--- config.mk ---
export PLATFORM = sky130hd
export DESIGN_NAME = cjt_queue
export DESIGN_NICKNAME = d
export VERILOG_FILES = /design/src/rtl/cjt_queue.sv
export SDC_FILE = /design/constraint.sdc
export NUM_CORES = 1
export LEC_CHECK = 0
export BUFFER_PORTS_ARGS = -buffer_cell sky130_fd_sc_hd__buf_2
export CAP_MARGIN = 20
export CORE_AREA = 2 2 39 41
export CTS_BUF_LIST = sky130_fd_sc_hd__clkbuf_16
export DETAILED_ROUTE_END_ITERATION = 6
export DIE_AREA = 0 0 41 43
export PLACE_DENSITY = 0.55
export SLEW_MARGIN = 0
export SYNTH_ARGS = -nofsm -noshare
export SYNTH_HDL_FRONTEND = slang
export SYNTH_SLANG_ARGS = --single-unit
--- constraint.sdc ---
create_clock -name clock -period 1.4 [get_ports clock]
set_input_delay 0.21 -clock clock [delete_from_list [all_inputs] [get_ports clock]]
set_output_delay 0.21 -clock clock [all_outputs]
set_load 0.1 [all_outputs]
--- src/rtl/cjt_queue.sv ---
// small register-based first-in first-out queue
module cjt_queue #(
   parameter int WIDTH = 1,
   parameter int DEPTH = 2
) (
   input  logic             clock,
   input  logic             reset,
   input  logic             push,
   input  logic [WIDTH-1:0] push_data,
   output logic             full,
   input  logic             pop,
   output logic             empty,
   output logic [WIDTH-1:0] pop_data
);

   localparam int PW = (DEPTH > 1) ? $clog2(DEPTH) : 1;
   localparam int CW = $clog2(DEPTH + 1);

   logic [WIDTH-1:0] mem_ff [DEPTH];
   logic [PW-1:0]    wr_ff, wr_in, rd_ff, rd_in;
   logic [CW-1:0]    cnt_ff, cnt_in;
   logic             do_push, do_pop;

   assign full     = (cnt_ff == CW'(DEPTH));
   assign empty    = (cnt_ff == '0);
   assign do_push  = push & ~full;
   assign do_pop   = pop & ~empty;
   assign pop_data = mem_ff[rd_ff];

   always_comb begin
      wr_in  = wr_ff;
      rd_in  = rd_ff;
      if (do_push) begin
         wr_in = (wr_ff == PW'(DEPTH - 1)) ? '0 : wr_ff + PW'(1);
      end
      if (do_pop) begin
         rd_in = (rd_ff == PW'(DEPTH - 1)) ? '0 : rd_ff + PW'(1);
      end
      cnt_in = cnt_ff + CW'(do_push) - CW'(do_pop);
   end

   always_ff @(posedge clock) begin
      if (reset) begin
         wr_ff  <= '0;
         rd_ff  <= '0;
         cnt_ff <= '0;
      end else begin
         wr_ff  <= wr_in;
         rd_ff  <= rd_in;
         cnt_ff <= cnt_in;
      end
   end

   always_ff @(posedge clock) begin
      if (do_push) begin
         mem_ff[wr_ff] <= push_data;
      end
   end

endmodule

==> key figures <==
Clocking
  • Setup Buffers After CTS: 0
  • Clock sinks: 7
  • Post-cts hold buffer count: 0
  • Worst-Skew Late Latency: 230 ps
  • Clk buf depth: 2
  • Total CTS buffers: 3
  • Max H-tree Level: 1
  • Clock transition at path regs: 40 ps
  • CTS tree: built
  • Root Buffer: clkbuf_16

Timing
  • Worst Tran Pin Value: 300 ps
  • Final setup viols: 1
  • Unrepaired setup endpoints after global routing: yes
  • Pins over their slew limit: 0
  • Final hold vios: 0
  • Post-route setup TNS: -70.7 ps
  • Max-Slew Margin vs Limit: 80.1%
  • Final cycle utilization of the critical path: 105%
  • Clock skew: 1.62 ps
  • Max Fclk: 680 MHz
  • Crit path time final: 1470 ps
  • Post-layout worst setup margin: -70.7 ps

Cells and area
  • Layout Cells excl Fill: 61
  • Nets: 53
  • Synth-to-Final Area Change: 75.0%
  • Fraction of layout instances using a drive strength above 1: 55.6%
  • # fillers: 149
  • Register area: 163 um2
  • # diodes: 0
  • Area taken by multi-input logic gates: 160 um2

Run status
  • Status: complete, but fails checks
  • Failing checks: negative setup slack

Die
  • Die ar.: 0.00176 mm2
  • I/O pin cnt: 8
  • Core Area: 0.00138 mm2
  • Row cnt: 14
  • Die Y: 43 um
  • Starting density of the core: 22.1%
  • Die Width: 41 um

Routing
  • Final routed DRC violation total: 0
  • Post-route ant nets: 0
  • Vias per cell: 3.98
  • DR vias: 243
  • Initial DRC count: 8
  • TritonRoute pass-1 iters: 2
  • Total Wirelength: 596 um
  • Routed length per placed instance: 9.77 um

Logic synthesis
  • Mapped Cells: 30
  • Post-Synthesis Cell Area: 305 um2
  • Register area share after synthesis: 52.5%
  • Flops & latches, synth: 7
  • Synth Warn #: 0
  • Syn_nets: 37
  • Avg Inst Size Synth: 10.2 um2
  • Netlist cell types: 19

Critical path
  • Data required, critical path: 1520 ps
  • Cells on worst reg2reg path: 7
  • Crit Path Category: register to register
  • Crit-path max FO: 3
  • Critical path startpoint category: register
  • Data arrival, critical path: 1590 ps
  • Crit end category: register

Run
  • Max Cap Violations: 0

Global routing
  • GRT Total Usage: 9.15%
  • Vias in the first global route: 219
  • Initial antenna violation count: 0
  • Largest net degree at the start of global routing: 6
  • Total grt overflow: 0
  • First-pass GRT wire length: 897 um

Min path
  • Min-Delay Path Class: input pin to register
  • Worst hold path stage count: 1

Place
  • Cell count after placement: 57
  • Port bufs: 7
  • Gpl congestion: 0.675
  • Post-DP HPWL: 438 um
final cells by class:
cell class | instances | area share [%]
clock buffers | 3 | 14.1
repair buffers | 11 | 18.3
well taps | 16 | 3.75
inverters | 4 | 2.81
flip-flops and latches | 7 | 30.4
multi-input cells | 19 | 30.0
clock inverters | 1 | 0.703
layer usage:
metal  track usage [%]  part of all wire [%]  vias up
met5                 0                     0        -
met3              4.71                   6.0        0
met2              11.6                    52        8
met4              12.0                     0        0
li1                  -                     -      127
met1              8.74                    41      108
metrics by stage:
| stage | hold WS [ps] | instance area [um2] | utilization, % | setup WS [ps] |
|---|---|---|---|---|
| 2_1_floorplan | 274 | 315 | - | -56.8 |
| 3_3_place_gp | 405 | 430 | 31.1 | -71.6 |
| 3_5_place_dp | 415 | 430 | 31.1 | -93.7 |
| 4_1_cts | 179 | 514 | 37.2 | -83.0 |
| 5_1_grt | 180 | 534 | 38.6 | -131 |
| 6_report | 178 | 534 | 38.6 | -70.7 |
synth_stat cells (all sizes together):
library cell	count	area share, %
edfxtp	2	20
xnor2	1	2.9
dfxtp	5	33
ha	2	8.2
xor2	1	2.9
nor3	1	1.6
o21a	1	2.5
inv	4	4.9
mux2	1	3.7
nand2b	1	2.9
nor2	4	4.9
nand2	1	1.2
and3	1	2.5
nor2b	1	2.1
or3	1	2.1
o21ai	1	1.6
a21oi	1	1.6
and2	1	2.1
worst paths after layout:
| path | from | end | slack, ps |
|---|---|---|---|
| setup reg to reg | cnt_ff[1] | cnt_ff[1] | -70 |
| setup / recovery | cnt_ff[1] | cnt_ff[1] | -70 |
| hold / removal | push_data | mem_ff[0] | 180 |
| hold reg to reg | wr_ff | wr_ff | 490 |
kinds of logic (layout without fill, tap and decap cells):
family | count (synthesis) | in the layout | synth area share, %
simple gates | 11 | 11 | 19.3
flops | 7 | 7 | 52.5
buf+inv | 4 | 19 | 4.92
compound gates | 3 | 3 | 5.74
fa+ha+maj | 2 | 2 | 8.20
xor+xnor | 2 | 2 | 5.74
mux | 1 | 1 | 3.69
critical path, stage by stage, from the launching register on:
cell and delay [ps]:
dfxtp_2 330, o21a_1 210, ha_4 260, inv_1 30
ha_2 160, xor2_1 160, and2_1 160, nor3_2 40
cells in the final DEF (no fill, tap or decap):
cell type	n
buf_12	2
xor2_1	1
nor2_2	1
ha_4	1
and2_1	1
nor2_1	3
dfxtp_1	3
inv_1	4
ha_2	1
and3_2	1
buf_4	4
buf_2	4
dfxtp_2	2
clkbuf_4	1
nor2b_1	1
edfxtp_1	2
o21ai_0	1
nand2b_4	1
o21a_1	1
clkbuf_16	3
or3_1	1
nand2_2	1
nor3_2	1
xnor2_1	1
mux2_2	1
inv_2	1
a21oi_1	1
what timing repair did:
action,CTS,global route
pin swaps,1,0
hold endpoints to repair,0,0
gates resized for setup,2,3
endpoints found under the setup margin,1,2
gates cloned,0,0
Power is left out: the tool's default activity adds up to more than one toggle a clock period on the data nets, which glitch-free logic cannot reach.
