--- src/rtl/cjt_pkg.sv ---
// shared types and constants of the cubic joint trajectory generator
package cjt_pkg;

   localparam int MAX_JOINTS_DEF = 8;
   localparam int QUEUE_DEPTH    = 2;

   localparam int DIV_NW = 85;
   localparam int DIV_DW = 41;
   localparam int DIV_CW = 7;

   localparam logic FUNC_TICK = 1'b1;

   // 3 * 10^6 for the velocity bound, 6 * 10^12 for the acceleration bound
   localparam logic [21:0] VEL_SCALE = 22'd3000000;
   localparam logic [42:0] ACC_SCALE = 43'd6000000000000;

   localparam logic [16:0] S_ONE = 17'h10000;

   localparam logic [DIV_CW-1:0] TV_ITERS = 7'd54;
   localparam logic [DIV_CW-1:0] TA_ITERS = 7'd85;
   localparam logic [DIV_CW-1:0] S_ITERS  = 7'd56;
   localparam logic [5:0]        SQRT_STEPS = 6'd40;

   typedef struct packed {
      logic               func;
      logic [39:0]        time_now;
      logic [2:0]         joint_index;
      logic signed [31:0] start_angle;
      logic signed [31:0] end_angle;
      logic [30:0]        vel_limit;
      logic [30:0]        acc_limit;
   } req_type;

   typedef struct packed {
      logic [2:0]         joint_out;
      logic signed [31:0] command_angle;
      logic               last_joint;
   } rsp_type;

   typedef struct packed {
      logic               is_tick;
      logic               new_ref;
      logic               in_range;
      logic [2:0]         joint;
      logic [39:0]        time_now;
      logic signed [31:0] start_angle;
      logic signed [31:0] end_angle;
      logic [31:0]        delta_abs;
      logic [30:0]        vel;
      logic [30:0]        acc;
   } cmd_type;

   typedef struct packed {
      logic              start;
      logic [DIV_NW-1:0] num;
      logic [DIV_DW-1:0] den;
      logic [DIV_CW-1:0] iters;
   } div_req_type;

   typedef struct packed {
      logic              done;
      logic [DIV_NW-1:0] quot;
   } div_rsp_type;

endpackage

--- src/rtl/cjt_divider.sv ---
// shared restoring divider, one quotient bit per cycle
module cjt_divider (
   input  logic                 clock,
   input  logic                 reset,
   input  cjt_pkg::div_req_type req,
   output cjt_pkg::div_rsp_type rsp
);

   logic [cjt_pkg::DIV_NW-1:0] num_ff, num_in, quot_ff, quot_in;
   logic [cjt_pkg::DIV_DW-1:0] den_ff, den_in;
   logic [cjt_pkg::DIV_DW:0]   rem_ff, rem_in, trial;
   logic [cjt_pkg::DIV_CW-1:0] cnt_ff, cnt_in;
   logic                       busy_ff, busy_in, done_ff, done_in;
   logic                       ge;

   assign trial = {rem_ff[cjt_pkg::DIV_DW-1:0], num_ff[cjt_pkg::DIV_NW-1]};
   assign ge    = (trial >= {1'b0, den_ff});

   always_comb begin
      num_in  = num_ff;
      den_in  = den_ff;
      quot_in = quot_ff;
      rem_in  = rem_ff;
      cnt_in  = cnt_ff;
      busy_in = busy_ff;
      done_in = 1'b0;
      if (req.start) begin
         num_in  = req.num;
         den_in  = req.den;
         cnt_in  = req.iters;
         quot_in = '0;
         rem_in  = '0;
         busy_in = 1'b1;
      end else if (busy_ff) begin
         rem_in  = ge ? trial - {1'b0, den_ff} : trial;
         quot_in = {quot_ff[cjt_pkg::DIV_NW-2:0], ge};
         num_in  = {num_ff[cjt_pkg::DIV_NW-2:0], 1'b0};
         cnt_in  = cnt_ff - cjt_pkg::DIV_CW'(1);
         if (cnt_ff == cjt_pkg::DIV_CW'(1)) begin
            busy_in = 1'b0;
            done_in = 1'b1;
         end
      end
   end

   always_ff @(posedge clock) begin
      if (reset) begin
         busy_ff <= 1'b0;
         done_ff <= 1'b0;
         cnt_ff  <= '0;
      end else begin
         busy_ff <= busy_in;
         done_ff <= done_in;
         cnt_ff  <= cnt_in;
      end
   end

   always_ff @(posedge clock) begin
      num_ff  <= num_in;
      den_ff  <= den_in;
      quot_ff <= quot_in;
      rem_ff  <= rem_in;
   end

   assign rsp.done = done_ff;
   assign rsp.quot = quot_ff;

endmodule

--- config.mk ---
export PLATFORM = sky130hd
export DESIGN_NAME = cjt_divider
export DESIGN_NICKNAME = d
export VERILOG_FILES = /design/src/rtl/cjt_pkg.sv /design/src/rtl/cjt_divider.sv
export SDC_FILE = /design/constraint.sdc
export NUM_CORES = 1
export LEC_CHECK = 0
export BUFFER_PORTS_ARGS = -buffer_cell sky130_fd_sc_hd__buf_2
export CORE_AREA = 2 2 164 166
export CTS_BUF_LIST = sky130_fd_sc_hd__clkbuf_16
export DETAILED_ROUTE_END_ITERATION = 6
export DIE_AREA = 0 0 166 168
export PLACE_DENSITY = 0.7
export SYNTH_ARGS = -nofsm -noshare
export SYNTH_HDL_FRONTEND = slang
export SYNTH_SLANG_ARGS = --single-unit
--- constraint.sdc ---
create_clock -name clock -period 3.52 [get_ports clock]
set_clock_uncertainty 0.2 [all_clocks]
set_input_delay 0.176 -clock clock [delete_from_list [all_inputs] [get_ports clock]]
set_output_delay 0.176 -clock clock [all_outputs]
set_load 0.01 [all_outputs]
==> results of run 1 <==
metal layers:
| metal | vias to the layer above | part of all wire | GRT usage | routed length, µm |
|---|---|---|---|---|
| met5 | - | 0 | 0 | 0 |
| met4 | 0 | 0.027 | 0.0631 | 806 |
| met3 | 64 | 0.057 | 0.0472 | 1730 |
| met2 | 240 | 0.49 | 0.375 | 14900 |
| met1 | 4613 | 0.42 | 0.262 | 12900 |
| li1 | 4875 | - | - | - |
timing repair:
| item | CTS | global route |
|---|---|---|
| resized for setup | 0 | 2 |
| endpoints found under the hold margin | 199 | 0 |
| hold buffers | 145 | 0 |
| setup endpoints to repair | 0 | 3 |
layout make-up:
class / instances / area [µm²] / share of cell area
well taps: 341 / 427 / 0.0261
repair buffers: 380 / 2710 / 0.166
flip-flops and latches: 261 / 6490 / 0.398
inverters: 53 / 200 / 0.0123
diodes: 3 / 7.51 / 0.000460
multi-input cells: 789 / 5620 / 0.344
clock buffers: 30 / 751 / 0.0460
clock inverters: 24 / 115 / 0.00705
worst reg2reg max path: stages (launching register included):
cell	delay, ps
edfxtp_1	330
inv_1	40
ha_1	350
a21oi_1	290
o21ai_0	200
a21o_1	210
a221o_1	370
a211oi_2	300
o31ai_4	220
buf_12	230
mux2i_1	140
a211oi_1	270
how the worst min path moves through the flow:
| stage | startpoint | endpoint | slack (ps) | cells after the start |
|---|---|---|---|---|
| 2_1_floorplan | req[7] | den_ff[0]$_DFFE_PP_ | 70 | 0 |
| 3_3_place_gp | req[40] | den_ff[33]$_DFFE_PP_ | 150 | 1 |
| 3_5_place_dp | req[42] | den_ff[35]$_DFFE_PP_ | 150 | 1 |
| 4_1_cts | req[40] | den_ff[33]$_DFFE_PP_ | 100 | 2 |
| 5_1_grt | req[25] | den_ff[18]$_DFFE_PP_ | 110 | 2 |
| 6_report | req[40] | den_ff[33]$_DFFE_PP_ | 120 | 2 |
cell families (layout without fill, tap and decap cells):
group / count (synthesis) / in the layout / share of synthesized area
other cells: 0 / 3 / 0
simple gates: 304 / 304 / 0.102
mux: 194 / 194 / 0.163
flops: 261 / 261 / 0.515
buf+inv: 117 / 487 / 0.0400
compound gates: 205 / 205 / 0.106
xor+xnor: 42 / 42 / 0.0292
fa+ha+maj: 44 / 44 / 0.0443
through the flow:
stage	hold slack, ps	utilization
2_1_floorplan	74.9	-
3_3_place_gp	154	0.531
3_5_place_dp	154	0.531
4_1_cts	99.9	0.619
5_1_grt	109	0.619
6_report	118	0.619
cell usage after synthesis, types with 3 or more instances:
master | n | area, µm²
nand2b_1 | 6 | 37.5
and2_1 | 6 | 37.5
buf_2 | 9 | 45.0
a21o_1 | 14 | 105
o21ai_0 | 28 | 140
mux2i_1 | 110 | 1100
nor2b_1 | 3 | 18.8
nor3_1 | 10 | 50.1
nor2_1 | 164 | 616
o31ai_1 | 3 | 22.5
or2_2 | 4 | 25.0
dfxtp_1 | 135 | 2700
a211oi_2 | 6 | 75.1
a21oi_1 | 63 | 315
xor2_1 | 19 | 166
edfxtp_1 | 126 | 3780
nand2_1 | 72 | 270
buf_6 | 6 | 67.6
clkbuf_1 | 40 | 150
ha_1 | 43 | 538
mux2_2 | 84 | 946
a31oi_1 | 5 | 31.3
inv_1 | 53 | 199
nor4_1 | 5 | 31.3
clkbuf_2 | 3 | 15.0
nand4_1 | 9 | 56.3
xnor2_1 | 23 | 201
a2111oi_0 | 3 | 26.3
nand3_1 | 16 | 80.1
o211ai_1 | 8 | 60.1
buf_1 | 5 | 18.8
o21bai_1 | 6 | 45.0
and3_1 | 5 | 31.3
o21ai_1 | 13 | 65.1
a211oi_1 | 29 | 218
sequential cells by signal, indices dropped and copies added, names as in the netlist:
signal and cells:
quot_ff 85, den_ff 41, done_ff 1, num_ff 85, busy_ff 1, cnt_ff 7, rem_ff 41
power by group:
part / total (µW) / switching [µW] / internal (µW) / leakage (µW)
clock network: 2760 / 1220 / 1540 / 0.000473
registers: 3510 / 94.0 / 3420 / 0.00235
logic: 1470 / 780 / 691 / 0.00417
==> flow_summary.yaml, run 1 <==
power:
  powerDensity_nw_per_um2: 474
  irDropWorstVdd_v: 0.000504
  power_uw: 7740
  p_leak_uw: 0.00700
setup_path:
  critical_path.startpoint: "den_ff[27]$_DFFE_PP_"
  cp_slowest_cell: "a221o_1"
  path_buf_inv: 2
  worstSetupPathType: "flip-flop to flip-flop"
  path_depth: 11
  r2r_slack_ps: 280
  crit_family: "compound AO/OA/AOI/OAI gates"
  crit_fanout: 23
  worstSetupEndpointType: "flip-flop"
  required_ps: 3780
  startpoint_type: "flip-flop"
  r2r-start: "den_ff[27]$_DFFE_PP_"
  timing.rr.end: "rem_ff[23]$_SDFFE_PP0P_"
  crit_chain: "inv_1, ha_1, a21oi_1, o21ai_0, a21o_1, a221o_1, a211oi_2, o31ai_4, buf_12, mux2i_1, a211oi_1"
  crit_path_end: "rem_ff[23]$_SDFFE_PP0P_"
  worstRegToRegCells: 11
  worst_path_largest_cell_delay_ps: 370
  arrival_ps: 3510
clocking:
  clockBufferDepth: 3
  cts_buffers: 29
  clock-sinks: 261
  clk_latency_ps: 570
  clk_pin_slew_ps: 60
  cts_setup_buffers: 0
  cts_root_buf: "clkbuf_16"
  cts_tree: "done"
  cts.htree.levels: 1
finish:
  nets: 1694
  final_cell_mix: "buf_2 (220), nor2_1 (164), dlygate4sd3_1 (145)"
  final_cells: 1881
  fin_area_um2: 16300
  final_common_cell: "buf_2"
  fillCellCount: 2138
  layout-drive-gt1-share: 0.243
  syn_to_final_growth_pct: 29.7
drt:
  route.detailed.drc: 0
  ant_nets: 0
  wl_per_cell_um: 16.1
  drt-initial-drc-count: 478
  avgViaCountPerCell: 5.21
  dr.pass1.iters: 4
  routed_wl_mm: 30.3
  via_count: 9792
yosys:
  syn_inst: 1167
  synth_area_um2: 12600
  seq_area_frac_synth: 0.515
  synthFlopType: "dfxtp_1"
  synthArstFlopShare: 0
  avgSynthCellArea_um2: 10.8
  synth-edff-count: 126
  postSynthNetCount: 1347
  ys_warn_count: 0
  synth-seq-cells: 261
  yosysUniqueCellTypes: 59
placement:
  place_ws_ps: 301
  place_inst: 1679
  dp_hpwl_mm: 19.4
  place_area_um2: 14000
  finalWeightedCongestion: 0.909
  numPortBuffers: 221
global_route:
  grt_use_total: 0.213
  antenna_found_initial: 3
  grt_pass1_vias: 10053
  grt.overflow.total: 0
  grt_pass1_wl_mm: 49.6
  grt_start_max_net_pins: 141
sta:
  clock.fmax_ghz: 0.308
  setup_tns_ps: 0
  worst_pin_slew_ps: 757
  final.setup.worst_slack_ps: 276
  finalHoldViolations: 0
  relSlewSlack: 0.495
  slew_violations: 0
  rsz0062_at_grt: "no"
  finalSetupViolations: 0
  finalCriticalPeriod_ps: 3240
  min_period_over_period: 0.922
floorplanning:
  fp.dieArea_um2: 27900
  io_pins: 222
  die_height_um: 168
  placementRows: 60
  start_util: 0.478
  core_um2: 26400
  die_w_um: 166
hold_path:
  hp-class: "primary input to flip-flop"
flow_run:
  drv_cap: 0
status:
  status: "complete, no violations"
Note: power is estimated with default switching activity, not from simulation.
==> run 2, diff against run 1 <==
Settings changed: ABC_AREA set to 1, CORE_AREA 2 2 164 166 to 2 2 138 207, DIE_AREA 0 0 166 168 to 0 0 140 209.
==> run 2 against run 1 <==
The flow now finishes with violations (DRC). Worst setup slack improved by 210 ps. Non-clock buffer count decreased by 12. Combinational power decreased by 51%. Flip-flop and latch count unchanged. Die area increased by 4.9%. Final area increased by 3.1%. Area after synthesis increased by 5.1%. Count of clock-buffer cells in the layout decreased by 1. Critical path type unchanged. Critical endpoint is now rem_ff[37]$_SDFFE_PP0P_.
==> flow_summary.yaml, run 2 <==
drt:
  route.detailed.drc: 2
  avgViaCountPerCell: 5.02
  dr.pass1.iters: 7
  routed_wl_mm: 37.7
  wl_per_cell_um: 15.5
  via_count: 12236
  drt-initial-drc-count: 744
  ant_nets: 0
placement:
  place_area_um2: 14600
  finalWeightedCongestion: 1.00
  dp_hpwl_mm: 25.4
  place_inst: 2253
  numPortBuffers: 221
global_route:
  grt_pass1_vias: 12371
  antenna_found_initial: 2
  grt_start_max_net_pins: 129
  grt_pass1_wl_mm: 60.2
  grt_use_total: 0.255
  grt.overflow.total: 0
finish:
  syn_to_final_growth_pct: 27.2
  layout-drive-gt1-share: 0.143
  reg_top3: "num_ff: 85 flops, quot_ff: 85 flops"
  fin_area_um2: 16800
  final_common_cell: "nand2_1"
  final_cells: 2436
  nets: 2251
  final_cell_mix: "nand2_1 (696), inv_1 (281), buf_2 (220)"
yosys:
  postSynthNetCount: 1916
  synth_area_leaders: "edfxtp_1 (29%), dfxtp_1 (20%), nand2_1 (20%)"
  yosysTopAreaCellShare: 0.286
  ys_warn_count: 0
  yosysMostFrequentCell: "nand2_1"
  synth_commonest_cells: "nand2_1 (697), inv_1 (275), dfxtp_1 (135)"
  avgSynthCellArea_um2: 7.62
  yosysTopAreaCell: "edfxtp_1"
  synth-seq-cells: 261
  synthArstFlopShare: 0
  yosysUniqueCellTypes: 45
  synthFlopType: "dfxtp_1"
  synth-edff-count: 126
  synth_area_um2: 13200
  seq_area_frac_synth: 0.491
  syn_inst: 1736
sta:
  finalHoldViolations: 0
  worst_pin_slew_ps: 892
  finalCriticalPeriod_ps: 3030
  setup_tns_ps: 0
  rsz0062_at_grt: "no"
  min_period_over_period: 0.861
  clock.fmax_ghz: 0.330
  slew_violations: 0
  finalSetupViolations: 0
  relSlewSlack: 0.405
setup_path:
  worstSetupEndpointType: "flip-flop"
  r2r-start: "num_ff[84]$_DFFE_PP_"
  required_ps: 3750
  arrival_ps: 3270
  worst_path_most_repeated_cell: "nand2_1"
  r2r_slack_ps: 490
  worstRegToRegCells: 14
  worstSetupPathType: "flip-flop to flip-flop"
  crit_chain: "inv_1, ha_1, inv_1, fa_1, nand3_1, nand3_1, nand2_1, nand3_2, nand2_4, nand2_8, nand2_4, nand2_1, nand2_1, nand2_1"
  worst_path_largest_cell_delay_ps: 440
  cp_slowest_cell: "fa_1"
  timing.rr.end: "rem_ff[37]$_SDFFE_PP0P_"
  startpoint_type: "flip-flop"
  crit_fanout: 41
power:
  powerDensity_nw_per_um2: 412
  pwr-share-comb: 0.104
  p_seq_frac: 0.493
  clkPwrFrac: 0.403
  irDropWorstVdd_v: 0.000484
  p_leak_uw: 0.00842
  p_int_uw: 5280
  p_sw_frac: 0.237
  power_switching_uw: 1640
floorplanning:
  die_height_um: 209
  start_util: 0.478
  fp.dieArea_um2: 29300
  die_w_um: 140
  placementRows: 75
  io_pins: 222
  core_um2: 27700
clocking:
  cts_buffers: 26
  post_cts_resized: 0
  cts_setup_buffers: 0
  cts_tree: "done"
  clk_pin_slew_ps: 70
  clock-sinks: 261
  cts_root_buf: "clkbuf_16"
  clk_latency_ps: 540
  cts.htree.levels: 1
  clockBufferDepth: 3
flow_run:
  drv_cap: 0
status:
  violations: "DRC"
  status: "complete, but fails checks"
hold_path:
  hp-class: "primary input to flip-flop"
  hold_depth: 2
  min_to: "den_ff[31]$_DFFE_PP_"
  hp-start: "req[38]"
-- run 2: changes by cell type in the layout (fill, tap and decap cells not counted), moves of 28 or more --
| cell | before | now |
|---|---|---|
| a211oi_1 | 29 | 0 |
| a21oi_1 | 62 | 34 |
| inv_1 | 65 | 281 |
| mux2_2 | 84 | 0 |
| mux2i_1 | 110 | 0 |
| nand2_1 | 72 | 696 |
| nand3_1 | 16 | 91 |
| nor2_1 | 164 | 71 |
| o22ai_1 | 2 | 83 |
-- run 2: how the worst max path moves through the flow --
stage,start,end
after CTS,num_ff[84]$_DFFE_PP_,rem_ff[37]$_SDFFE_PP0P_
after global routing,num_ff[84]$_DFFE_PP_,rem_ff[33]$_SDFFE_PP0P_
after floorplan,busy_ff$_SDFF_PP0_,num_ff[0]$_SDFFCE_PN0P_
after detailed placement,num_ff[84]$_DFFE_PP_,rem_ff[37]$_SDFFE_PP0P_
after global placement,num_ff[84]$_DFFE_PP_,rem_ff[27]$_SDFFE_PP0P_
final,num_ff[84]$_DFFE_PP_,rem_ff[37]$_SDFFE_PP0P_
-- run 2: power groups by stage --
stage	clock network [µW]	logic (µW)	registers (µW)
final	2790	719	3410
after detailed placement	0	583	3470
after global routing	2950	800	3430
after global placement	0	575	3470
after CTS	2850	706	3410
after floorplan	0	385	3460
-- run 2: through the flow --
step | util | power [µW] | hold WS, ps | worst slack, ps
detailed placement | 0.528 | 4060 | 154 | 467
floorplan | - | 3850 | 74.9 | 1180
finish | 0.608 | 6930 | 137 | 488
global placement | 0.528 | 4040 | 153 | 568
CTS | 0.608 | 6960 | 113 | 455
global route | 0.608 | 7170 | 129 | 167
-- run 2: worst max-delay path, delay by kind of cell, from the launching register on --
| family | cells | cell delay (ps) |
|---|---|---|
| adder cells (fa/ha/maj) | 2 | 610 |
| buffers and inverters | 2 | 160 |
| flip-flops | 1 | 350 |
| AND/OR/NAND/NOR | 10 | 1580 |
-- run 2: cells by family (layout without fill, tap and decap cells) --
| family | count (synthesis) | after routing | share of synthesized area |
|---|---|---|---|
| AO/OA/AOI/OAI | 159 | 159 | 0.0716 |
| flip-flops | 261 | 261 | 0.491 |
| buffers and inverters | 342 | 694 | 0.101 |
| XOR/XNOR | 22 | 22 | 0.0146 |
| AND/OR/NAND/NOR | 908 | 908 | 0.280 |
| other | 0 | 2 | 0 |
| adder cells (fa/ha/maj) | 44 | 44 | 0.0422 |
-- run 2: timing repair --
item                                    CTS  global route
endpoints found under the hold margin   139             0
hold buffers                            136             0
endpoints found under the setup margin    0             0
-- run 2: per-layer routing --
| layer | share of wire | vias up | GRT usage | wire length (µm) |
|---|---|---|---|---|
| met5 | 0 | - | 0 | 0 |
| met4 | 0.048 | 0 | 0.123 | 1810 |
| met3 | 0.055 | 108 | 0.0367 | 2090 |
| met2 | 0.52 | 437 | 0.473 | 19400 |
| met1 | 0.38 | 5541 | 0.284 | 14400 |
| li1 | - | 6150 | - | - |
-- run 2: layout make-up --
type / count / area (µm²)
inverters: 281 / 1060
clock inverters: 16 / 129
fillers: 2401 / 10900
well taps: 346 / 433
multi-input cells: 1133 / 5410
flip-flops and latches: 261 / 6490
clock buffers: 29 / 726
diodes: 2 / 5.00
repair buffers: 368 / 2580
